<file path="config.mk">
export PLATFORM = sky130hd
export DESIGN_NAME = vending_machine_controller_unit
export DESIGN_NICKNAME = d
export VERILOG_FILES = /design/src/sv/vmc_pkg.sv /design/src/sv/vmc_slot_table.sv /design/src/sv/vending_machine_controller_unit.sv
export SDC_FILE = /design/constraint.sdc
export NUM_CORES = 1
export LEC_CHECK = 0
export BUFFER_PORTS_ARGS = -buffer_cell sky130_fd_sc_hd__buf_4
export CAP_MARGIN = 0
export CORE_MARGIN = 2
export CORE_UTILIZATION = 62
export DETAILED_ROUTE_END_ITERATION = 6
export PLACE_DENSITY = 0.85
export SYNTH_ARGS = -nofsm -noshare
export SYNTH_HDL_FRONTEND = slang
export SYNTH_HIERARCHICAL = 1
export SYNTH_SLANG_ARGS = --single-unit
</file>
<file path="constraint.sdc">
create_clock -name clk_i -period 6.7 [get_ports clk_i]
set_input_delay 0.67 -clock clk_i [delete_from_list [all_inputs] [get_ports clk_i]]
set_output_delay 0.67 -clock clk_i [all_outputs]
set_load 0.03 [all_outputs]
</file>
<file path="src/sv/vmc_pkg.sv">
// Shared types, constants and helpers for the vending machine controller.
// Used by vmc_slot_table and vending_machine_controller_unit; depends on nothing.
package vmc_pkg;

  localparam int unsigned SLOTS_DEF = 16;
  localparam int unsigned SLOT_W    = 4;
  localparam int unsigned PRICE_W   = 8;
  localparam int unsigned QTY_W     = 8;
  localparam int unsigned BAL_W     = 16;
  localparam int unsigned CNT_W     = 9;   // holds any slot count up to 256
  localparam int unsigned IN_W      = 32;
  localparam int unsigned OUT_W     = 64;
  localparam int unsigned OUT_PAD_W = 6;

  typedef enum logic [2:0] {
    CMD_COIN    = 3'd0,
    CMD_SELECT  = 3'd1,
    CMD_RESTOCK = 3'd2,
    CMD_OPEN    = 3'd3,
    CMD_CLOSE   = 3'd4,
    CMD_CANCEL  = 3'd5
  } cmd_e;

  typedef enum logic [2:0] {
    ST_OK          = 3'd0,
    ST_NOT_ALLOWED = 3'd1,
    ST_UNKNOWN     = 3'd2,
    ST_EMPTY       = 3'd3,
    ST_LOW_BALANCE = 3'd4
  } status_e;

  typedef enum logic [3:0] {
    MODE_NO_COIN  = 4'b0001,
    MODE_HAS_COIN = 4'b0010,
    MODE_OOS      = 4'b0100,
    MODE_MAINT    = 4'b1000
  } mode_e;

  localparam logic [1:0] MODE_CODE_NO_COIN  = 2'd0;
  localparam logic [1:0] MODE_CODE_HAS_COIN = 2'd1;
  localparam logic [1:0] MODE_CODE_OOS      = 2'd2;
  localparam logic [1:0] MODE_CODE_MAINT    = 2'd3;

  typedef struct packed {
    logic               valid;
    logic [PRICE_W-1:0] price;
    logic [QTY_W-1:0]   qty;
  } slot_entry_t;

  typedef struct packed {
    logic              en;
    logic [SLOT_W-1:0] idx;
    slot_entry_t       entry;
  } slot_wr_t;

  function automatic logic [3:0] coin_value(input logic [1:0] code);
    logic [3:0] v;
    unique case (code)
      2'd0:    v = 4'd1;
      2'd1:    v = 4'd2;
      2'd2:    v = 4'd5;
      default: v = 4'd10;
    endcase
    return v;
  endfunction

  function automatic logic [1:0] mode_code(input mode_e m);
    logic [1:0] c;
    unique case (m)
      MODE_NO_COIN:  c = MODE_CODE_NO_COIN;
      MODE_HAS_COIN: c = MODE_CODE_HAS_COIN;
      MODE_OOS:      c = MODE_CODE_OOS;
      MODE_MAINT:    c = MODE_CODE_MAINT;
      default:       c = MODE_CODE_OOS;
    endcase
    return c;
  endfunction

endpackage

</file>
<file path="src/sv/vmc_slot_table.sv">
// Slot table: valid flag, price and quantity per slot, one read and one write port.
// Also reports whether any slot other than the one read still holds stock. Uses vmc_pkg.
module vmc_slot_table #(
  parameter int unsigned SLOTS = vmc_pkg::SLOTS_DEF
) (
  input  logic                                clk_i,
  input  logic                                rst_ni,
  input  logic [vmc_pkg::SLOT_W-1:0]          rd_idx_i,
  output vmc_pkg::slot_entry_t                rd_entry_o,
  output logic                                others_stock_o,
  input  vmc_pkg::slot_wr_t                   wr_i
);
  import vmc_pkg::*;

  // only the slots that the index field can reach get storage
  localparam int unsigned DEPTH = (SLOTS < (1 << SLOT_W)) ? SLOTS : (1 << SLOT_W);
  localparam int unsigned IDX_W = (DEPTH > 1) ? $clog2(DEPTH) : 1;

  slot_entry_t entry_q [DEPTH];

  logic             rd_hit;
  logic             wr_hit;
  logic [IDX_W-1:0] rd_idx;
  logic [IDX_W-1:0] wr_idx;

  assign rd_hit = (CNT_W'(rd_idx_i) < CNT_W'(DEPTH));
  assign wr_hit = (CNT_W'(wr_i.idx) < CNT_W'(DEPTH));
  assign rd_idx = rd_idx_i[IDX_W-1:0];
  assign wr_idx = wr_i.idx[IDX_W-1:0];

  // unreachable slots read as a never-restocked entry
  assign rd_entry_o = rd_hit ? entry_q[rd_idx] : '0;

  always_comb begin
    others_stock_o = 1'b0;
    for (int unsigned i = 0; i < DEPTH; i++) begin
      if (!rd_hit || (IDX_W'(i) != rd_idx)) begin
        others_stock_o = others_stock_o | (entry_q[i].qty != '0);
      end
    end
  end

  always_ff @(posedge clk_i or negedge rst_ni) begin
    if (!rst_ni) begin
      for (int unsigned i = 0; i < DEPTH; i++) begin
        entry_q[i] <= '0;
      end
    end else if (wr_i.en && wr_hit) begin
      entry_q[wr_idx] <= wr_i.entry;
    end
  end

endmodule

</file>
<file path="src/sv/vending_machine_controller_unit.sv">
// Vending machine controller top level: input register, command decode and result register.
// Uses vmc_pkg and vmc_slot_table.
//
// Usage: each request on the s_axis channel carries one command (insert coin, select,
// restock, open panel, close panel, cancel) with its coin code, slot, price and
// quantity. Exactly one result leaves on the m_axis channel for every request, in
// order, carrying status, mode after the step, balance, vend flag and slot, change
// and refund.
// A request accepted into the input register is decoded from it, and its result is loaded
// into the result register, from which the receiver takes it. Throughput is one request
// per cycle while the receiver does not stall; the slot table is read and written in the same
// cycle that the command is decoded, so the next request sees the updated table.
// Reset clears the slot table, empties the balance and puts the machine out of stock;
// both channels come up empty.
// When the receiver stalls the result register holds its value, the pending request
// waits in the input register, and s_axis_tready drops once both are full.
module vending_machine_controller_unit #(
  parameter int unsigned SLOTS = vmc_pkg::SLOTS_DEF
) (
  input  logic                      clk_i,
  input  logic                      rst_ni,
  input  logic                      s_axis_tvalid,
  output logic                      s_axis_tready,
  // command[2:0], coin_code[4:3], slot[8:5], restock_price[16:9],
  // restock_quantity[24:17], zero fill [31:25]
  input  logic [vmc_pkg::IN_W-1:0]  s_axis_tdata,
  output logic                      m_axis_tvalid,
  input  logic                      m_axis_tready,
  // status[2:0], mode_after[4:3], balance_now[20:5], vended[21], vended_slot[25:22],
  // change_due[41:26], refund_due[57:42], zero fill [63:58]
  output logic [vmc_pkg::OUT_W-1:0] m_axis_tdata
);
  import vmc_pkg::*;

  // input register
  logic               in_valid_q, in_valid_d;
  logic [2:0]         cmd_q;
  logic [1:0]         coin_q;
  logic [SLOT_W-1:0]  slot_q;
  logic [PRICE_W-1:0] rprice_q;
  logic [QTY_W-1:0]   rqty_q;

  // machine state
  mode_e            mode_q, mode_d;
  logic [BAL_W-1:0] bal_q, bal_d;

  // result register
  logic             out_valid_q, out_valid_d;
  logic [OUT_W-1:0] out_data_q, out_data_d;

  logic s_accept;
  logic advance;

  slot_entry_t rd_entry;
  logic        others_stock;
  slot_wr_t    wr, wr_gated;

  logic               in_range;
  logic [BAL_W:0]     bal_sum;
  logic [QTY_W:0]     qty_sum;
  logic [QTY_W-1:0]   qty_dec;
  status_e            status;
  logic               vended;
  logic [SLOT_W-1:0]  vslot;
  logic [BAL_W-1:0]   change;
  logic [BAL_W-1:0]   refund;

  assign advance       = in_valid_q && (!out_valid_q || m_axis_tready);
  assign s_axis_tready = !in_valid_q || advance;
  assign s_accept      = s_axis_tvalid && s_axis_tready;
  assign m_axis_tvalid = out_valid_q;
  assign m_axis_tdata  = out_data_q;

  vmc_slot_table #(
    .SLOTS (SLOTS)
  ) u_slot_table (
    .clk_i          (clk_i),
    .rst_ni         (rst_ni),
    .rd_idx_i       (slot_q),
    .rd_entry_o     (rd_entry),
    .others_stock_o (others_stock),
    .wr_i           (wr_gated)
  );

  assign in_range = (CNT_W'(slot_q) < CNT_W'(SLOTS));
  assign bal_sum  = {1'b0, bal_q} + (BAL_W + 1)'(coin_value(coin_q));
  assign qty_sum  = {1'b0, rd_entry.qty} + {1'b0, rqty_q};
  assign qty_dec  = rd_entry.qty - QTY_W'(1);

  always_comb begin
    mode_d = mode_q;
    bal_d  = bal_q;
    wr     = '0;
    status = ST_NOT_ALLOWED;
    vended = 1'b0;
    vslot  = '0;
    change = '0;
    refund = '0;
    unique case (cmd_q)
      CMD_COIN: begin
        if (mode_q == MODE_NO_COIN || mode_q == MODE_HAS_COIN) begin
          bal_d  = bal_sum[BAL_W] ? '1 : bal_sum[BAL_W-1:0];
          mode_d = MODE_HAS_COIN;
          status = ST_OK;
        end
      end
      CMD_SELECT: begin
        if (mode_q == MODE_HAS_COIN) begin
          priority if (!in_range || !rd_entry.valid) begin
            status = ST_UNKNOWN;
          end else if (rd_entry.qty == '0) begin
            status = ST_EMPTY;
          end else if (bal_q < BAL_W'(rd_entry.price)) begin
            status = ST_LOW_BALANCE;
          end else begin
            wr.en        = 1'b1;
            wr.idx       = slot_q;
            wr.entry     = rd_entry;
            wr.entry.qty = qty_dec;
            change       = bal_q - BAL_W'(rd_entry.price);
            bal_d        = '0;
            vended       = 1'b1;
            vslot        = slot_q;
            // out of stock once the last unit anywhere has gone
            mode_d       = (others_stock || (qty_dec != '0)) ? MODE_NO_COIN : MODE_OOS;
            status       = ST_OK;
          end
        end
      end
      CMD_RESTOCK: begin
        if (mode_q == MODE_MAINT) begin
          if (!in_range) begin
            status = ST_UNKNOWN;
          end else begin
            wr.en          = 1'b1;
            wr.idx         = slot_q;
            wr.entry.valid = 1'b1;
            if (!rd_entry.valid) begin
              wr.entry.price = rprice_q;
              wr.entry.qty   = rqty_q;
            end else begin
              wr.entry.price = rd_entry.price;
              wr.entry.qty   = qty_sum[QTY_W] ? '1 : qty_sum[QTY_W-1:0];
            end
            status = ST_OK;
          end
        end
      end
      CMD_OPEN: begin
        if (mode_q == MODE_NO_COIN || mode_q == MODE_OOS) begin
          mode_d = MODE_MAINT;
          status = ST_OK;
        end
      end
      CMD_CLOSE: begin
        if (mode_q == MODE_MAINT) begin
          mode_d = (others_stock || (rd_entry.qty != '0)) ? MODE_NO_COIN : MODE_OOS;
          status = ST_OK;
        end
      end
      CMD_CANCEL: begin
        if (mode_q == MODE_HAS_COIN) begin
          refund = bal_q;
          bal_d  = '0;
          mode_d = MODE_NO_COIN;
          status = ST_OK;
        end
      end
      default: begin
        status = ST_NOT_ALLOWED;
      end
    endcase
  end

  always_comb begin
    wr_gated    = wr;
    wr_gated.en = wr.en && advance;
  end

  assign in_valid_d  = s_accept ? 1'b1 : (advance ? 1'b0 : in_valid_q);
  assign out_valid_d = advance ? 1'b1 : (m_axis_tready ? 1'b0 : out_valid_q);
  assign out_data_d  = {{OUT_PAD_W{1'b0}}, refund, change, vslot, vended, bal_d,
                        mode_code(mode_d), status};

  always_ff @(posedge clk_i or negedge rst_ni) begin
    if (!rst_ni) begin
      in_valid_q  <= 1'b0;
      out_valid_q <= 1'b0;
      mode_q      <= MODE_OOS;
      bal_q       <= '0;
    end else begin
      in_valid_q  <= in_valid_d;
      out_valid_q <= out_valid_d;
      if (advance) begin
        mode_q <= mode_d;
        bal_q  <= bal_d;
      end
    end
  end

  // payload registers, no reset
  always_ff @(posedge clk_i) begin
    if (s_accept) begin
      cmd_q    <= s_axis_tdata[2:0];
      coin_q   <= s_axis_tdata[4:3];
      slot_q   <= s_axis_tdata[8:5];
      rprice_q <= s_axis_tdata[16:9];
      rqty_q   <= s_axis_tdata[24:17];
    end
    if (advance) begin
      out_data_q <= out_data_d;
    end
  end

  // a dispense always reports success and leaves no balance behind
  a_vend_ok: assert property (@(posedge clk_i) disable iff (!rst_ni)
    (m_axis_tvalid && m_axis_tdata[21]) |->
      (m_axis_tdata[2:0] == ST_OK && m_axis_tdata[20:5] == '0))
    else $error("dispense without success or with balance left");

  // a refund only happens on cancel, which always lands in no coin
  a_refund_mode: assert property (@(posedge clk_i) disable iff (!rst_ni)
    (m_axis_tvalid && m_axis_tdata[57:42] != '0) |->
      (m_axis_tdata[4:3] == MODE_CODE_NO_COIN && !m_axis_tdata[21]))
    else $error("refund outside cancel");

  // back-pressure only when both the input and result registers are occupied
  a_ready_full: assert property (@(posedge clk_i) disable iff (!rst_ni)
    !s_axis_tready |-> (in_valid_q && out_valid_q && !m_axis_tready))
    else $error("input stalled with room to advance");

  // state moves only when a request is processed
  a_state_hold: assert property (@(posedge clk_i) disable iff (!rst_ni)
    !advance |=> ($stable(mode_q) && $stable(bal_q)))
    else $error("state changed without a request");

  // a processed request always produces a result on the next cycle
  a_result_follows: assert property (@(posedge clk_i) disable iff (!rst_ni)
    advance |=> m_axis_tvalid)
    else $error("processed request left no result");

endmodule

</file>
==> run summary <==
The static leakage power came out at 9.59 nW. Worst-case headroom to the max-slew limit: 23.0%. The tools report the full die area as 31600 sq um. The number of hold buffers added after cts was 0. The tree is rooted in a sky130_fd_sc_hd__clkbuf_16.

The row count came out at 63. Summed over all instances, the cell type with the most area after synthesis is sky130_fd_sc_hd__dfrtp_1. Setup repair after global routing left no endpoint under its margin. The synthesized netlist cell count came out at 1373. In the layout the commonest cells are 293 x sky130_fd_sc_hd__dfrtp_1, 140 x sky130_fd_sc_hd__mux2_2, 133 x sky130_fd_sc_hd__mux2_1. The logs give 70.7% for the share of the core filled with cells and 0 for the remaining number of nets flagged by the antenna check after routing. In this run the post-CTS setup repair buffer count came out at 0. The run gives 0 as the count of endpoints failing setup in the final report. On the final layout, the worst clock skew is 17.0 ps.

For this run, the leading register cell type out of synthesis is sky130_fd_sc_hd__dfrtp_1. The tools report the sequential-to-total area share from yosys stat as 52.7%. The total design power is 4.78 mW, and the complex-gate fraction of the synthesized area is 6.13%. Share of the synthesized area in the top cell type: 39.2%. Number of antenna violations at the first check in global routing: 0. The die span in y is 178 um, and the post-synthesis register bit count is 377. From left edge to right edge, the die measures 178 um.

For this run, the detailed router's first-pass iteration total came to 5. By area the synthesized netlist is led by sky130_fd_sc_hd__dfrtp_1 39%, sky130_fd_sc_hd__edfxtp_1 13%, sky130_fd_sc_hd__mux4_2 10%. Routed length per placed instance: 23.5 um. The highest clock rate was 167 MHz; the total of fill cells in the finished design was 1890. Of the cells placed in the final design, the portion with a size suffix greater than 1 is 29.6%. For this run, the slowest stage of the critical path takes 630 ps.

Counting flops with a built-in enable in the synthesized netlist gives 83. For this block, the routed nets add up to 43.8 mm of wire. After synthesis, the largest family of logic cells by area is multiplexers. The mapped netlist covers 18700 sq um. Across the VDD grid, the largest voltage drop is 164 uV. The biggest fanout along the worst timing path was 54.

The most numerous cell type found on the critical path is sky130_fd_sc_hd__mux4_2. After the flow finishes, the layout carries non-filler instances totaling 1865. The initial utilization of the core area, before any placement, comes to 63.1%.

The endpoint type of the worst setup path was a flip-flop. Weighted congestion at the end of routability-driven global placement: 0.964. The floorplan step defined a core boundary enclosing 29600 sq um. The average cell area after synthesis was 13.6 sq um; the net total in the final layout was 1507.

Data required time of the critical path: 7100 ps. The hold violation count in the final report is 0, and the area added between synthesis and finish is 12.0%. Summing the areas of all and, or, nand and nor instances in the mapped netlist gives 8.09% of the synthesized area. The power density over the cells was 228 nW/um^2. The fraction of synthesis flops using an asynchronous set or reset pin came out at 78.0%. Fraction of synthesized area in multiplexers: 26.7%. The worst setup path is launched from a flip-flop. The first global-routing pass estimated 70.1 mm of wire. At the placement stage, the worst setup path has a slack of 741 ps. The number of clock buffers added by TritonCTS is 37. The violation count after the first detailed-route iteration is 1099.

In this run, post-CTS repair resized a total of 0 instances. The number of H-tree branching levels was 2. 0 antenna diodes ended up in the layout.

In the final timing run, aggregate negative setup slack is 0 ps. In the routed design, unresolved DRC markers number 0. TritonCTS built the clock tree. Maximum count of clock buffers along a single path: 3. The critical path is of the flip-flop to flip-flop type. The clock period could shrink to 6000 ps. Traced cell by cell, the critical path runs through buf_12 -> mux4_2 -> mux4_2 -> inv_1 -> ha_1 -> nor3b_2 -> a31o_1 -> or4_1 -> a21o_4 -> inv_4 -> nor2_1 -> nor2b_1 -> nand3b_1 -> nand2b_1 -> buf_4 -> mux2_1.

The post-synthesis share of cell area spent on xor and xnor gates is 1.31%, and the post-CTS clock slew at the launch and capture registers of the worst setup and hold paths is 60 ps. The logs give 28.9% for the global routing usage summed across all routing layers and 0 for the number of max-slew violations in the final report. The clock insertion delay at the later pin of the skew report is 530 ps.

During synthesis, Yosys emitted a total of 6 warnings. The half-perimeter wire length after placement came out at 29.4 mm. The instance count after placement with tap cells included was 1797.

The most common cell after layout, fill and taps aside is sky130_fd_sc_hd__dfrtp_1. At the worst endpoint, the arrival time is 6400 ps. The share of the clock period used by the worst path was 89.6%.

The worst-path cell with the longest stage delay was sky130_fd_sc_hd__nand2b_1. The logs give 0 for the total congestion overflow and 12300 for the via count. In the post-route analysis, the smallest setup slack over all paths is 695 ps. Counting distinct cell types in the post-synthesis netlist gives 78. Across the run, the number of max-cap violations was 0.

The average via count per standard cell was 6.60; the count of boundary I/O pins was 102. The run finished with clean final reports. At the pin with the least slew margin, the transition time is 1150 ps. Count of port buffers added during placement: 88. The synthesized netlist devotes 1.79% of its cell area to adder and majority cells.

Entering global routing, the biggest net connects 134 pins. The path class of the tightest hold or removal check is input pin to async pin. The logs give 377 for the clock sink count and 12800 for the via count of the first global-routing pass.
==> through the flow <==
stage	instance area (sq um)	hold WS, ps
2_1_floorplan	18700	374
3_3_place_gp	19700	462
3_5_place_dp	19700	469
4_1_cts	21000	304
5_1_grt	21000	307
6_report	21000	283
==> cells in the mapped netlist (31+ instances only) <==
cell type,n
sky130_fd_sc_hd__a21oi_1,31
sky130_fd_sc_hd__buf_2,35
sky130_fd_sc_hd__clkbuf_1,37
sky130_fd_sc_hd__dfrtp_1,293
sky130_fd_sc_hd__edfxtp_1,83
sky130_fd_sc_hd__mux2_1,133
sky130_fd_sc_hd__mux2_2,140
sky130_fd_sc_hd__mux4_2,85
sky130_fd_sc_hd__nand2_1,73
sky130_fd_sc_hd__nor2_1,50
sky130_fd_sc_hd__nor4_1,43
sky130_fd_sc_hd__o21ai_0,48
==> layout make-up <==
class | count | area (sq um) | share of cell area (%)
flip-flops and latches | 377 | 9850 | 47.0
multi-input cells | 874 | 8260 | 39.4
clock buffers | 54 | 1120 | 5.36
repair buffers | 123 | 956 | 4.56
well taps | 390 | 488 | 2.33
clock inverters | 14 | 155 | 0.740
inverters | 33 | 126 | 0.603
==> power by group <==
group | switching [mW] | internal (mW)
clock | 0.851 | 1.28
sequential | 0.0189 | 2.38
combinational | 0.168 | 0.0762
total | 1.04 | 3.74
==> worst paths after layout <==
| path | startpoint | to | slack, ps | cells past startpoint |
|---|---|---|---|---|
| hold reg to reg | u_slot_table/entry_q[31] | u_slot_table/entry_q[31] | 480 | 1 |
| setup reg to reg | slot_q[0] | u_slot_table/entry_q[196] | 700 | 16 |
| hold / removal | rst_ni | u_slot_table/entry_q[159] | 280 | 1 |
| max in group asynchronous | rst_ni | u_slot_table/entry_q[247] | 4790 | 2 |
| setup / recovery | slot_q[0] | u_slot_table/entry_q[196] | 700 | 16 |
| min in group clk_i | s_axis_tdata[7] | slot_q[2] | 320 | 1 |
==> cells by family (layout without fill, tap and decap cells) <==
kind of cell	count (synthesis)	after routing
xor+xnor	28	28
mux	358	358
simple gates	287	287
compound gates	170	170
other cells	1	6
fa+ha+maj	25	25
buf+inv	127	224
flops	377	377
==> state kept, by name, summed over array words and instances, names as in the netlist, 2 cells and up <==
name                  count
u_slot_table/entry_q    272
m_axis_tdata             58
bal_q                    16
rprice_q                  8
rqty_q                    8
mode_q                    4
slot_q                    4
cmd_q                     3
coin_q                    2
==> worst max-delay path, delay by kind of cell (launching register included) <==
| kind | cells | cell delay, ps |
|---|---|---|
| buffers and inverters | 4 | 1060 |
| and+or+nand+nor | 6 | 2030 |
| adders and majority gates | 1 | 240 |
| DFF | 1 | 400 |
| muxes | 3 | 1520 |
| AOI/OAI and AO/OA | 2 | 570 |
==> routing by layer <==
metal,up-vias,wire length [um],track usage [%]
li1,5295,-,-
met1,6300,16900,36.7
met2,583,22000,49.1
met3,140,2930,4.56
met4,0,2000,12.9
met5,-,0,0
No activity file was read; power rests on OpenSTA's default activity.
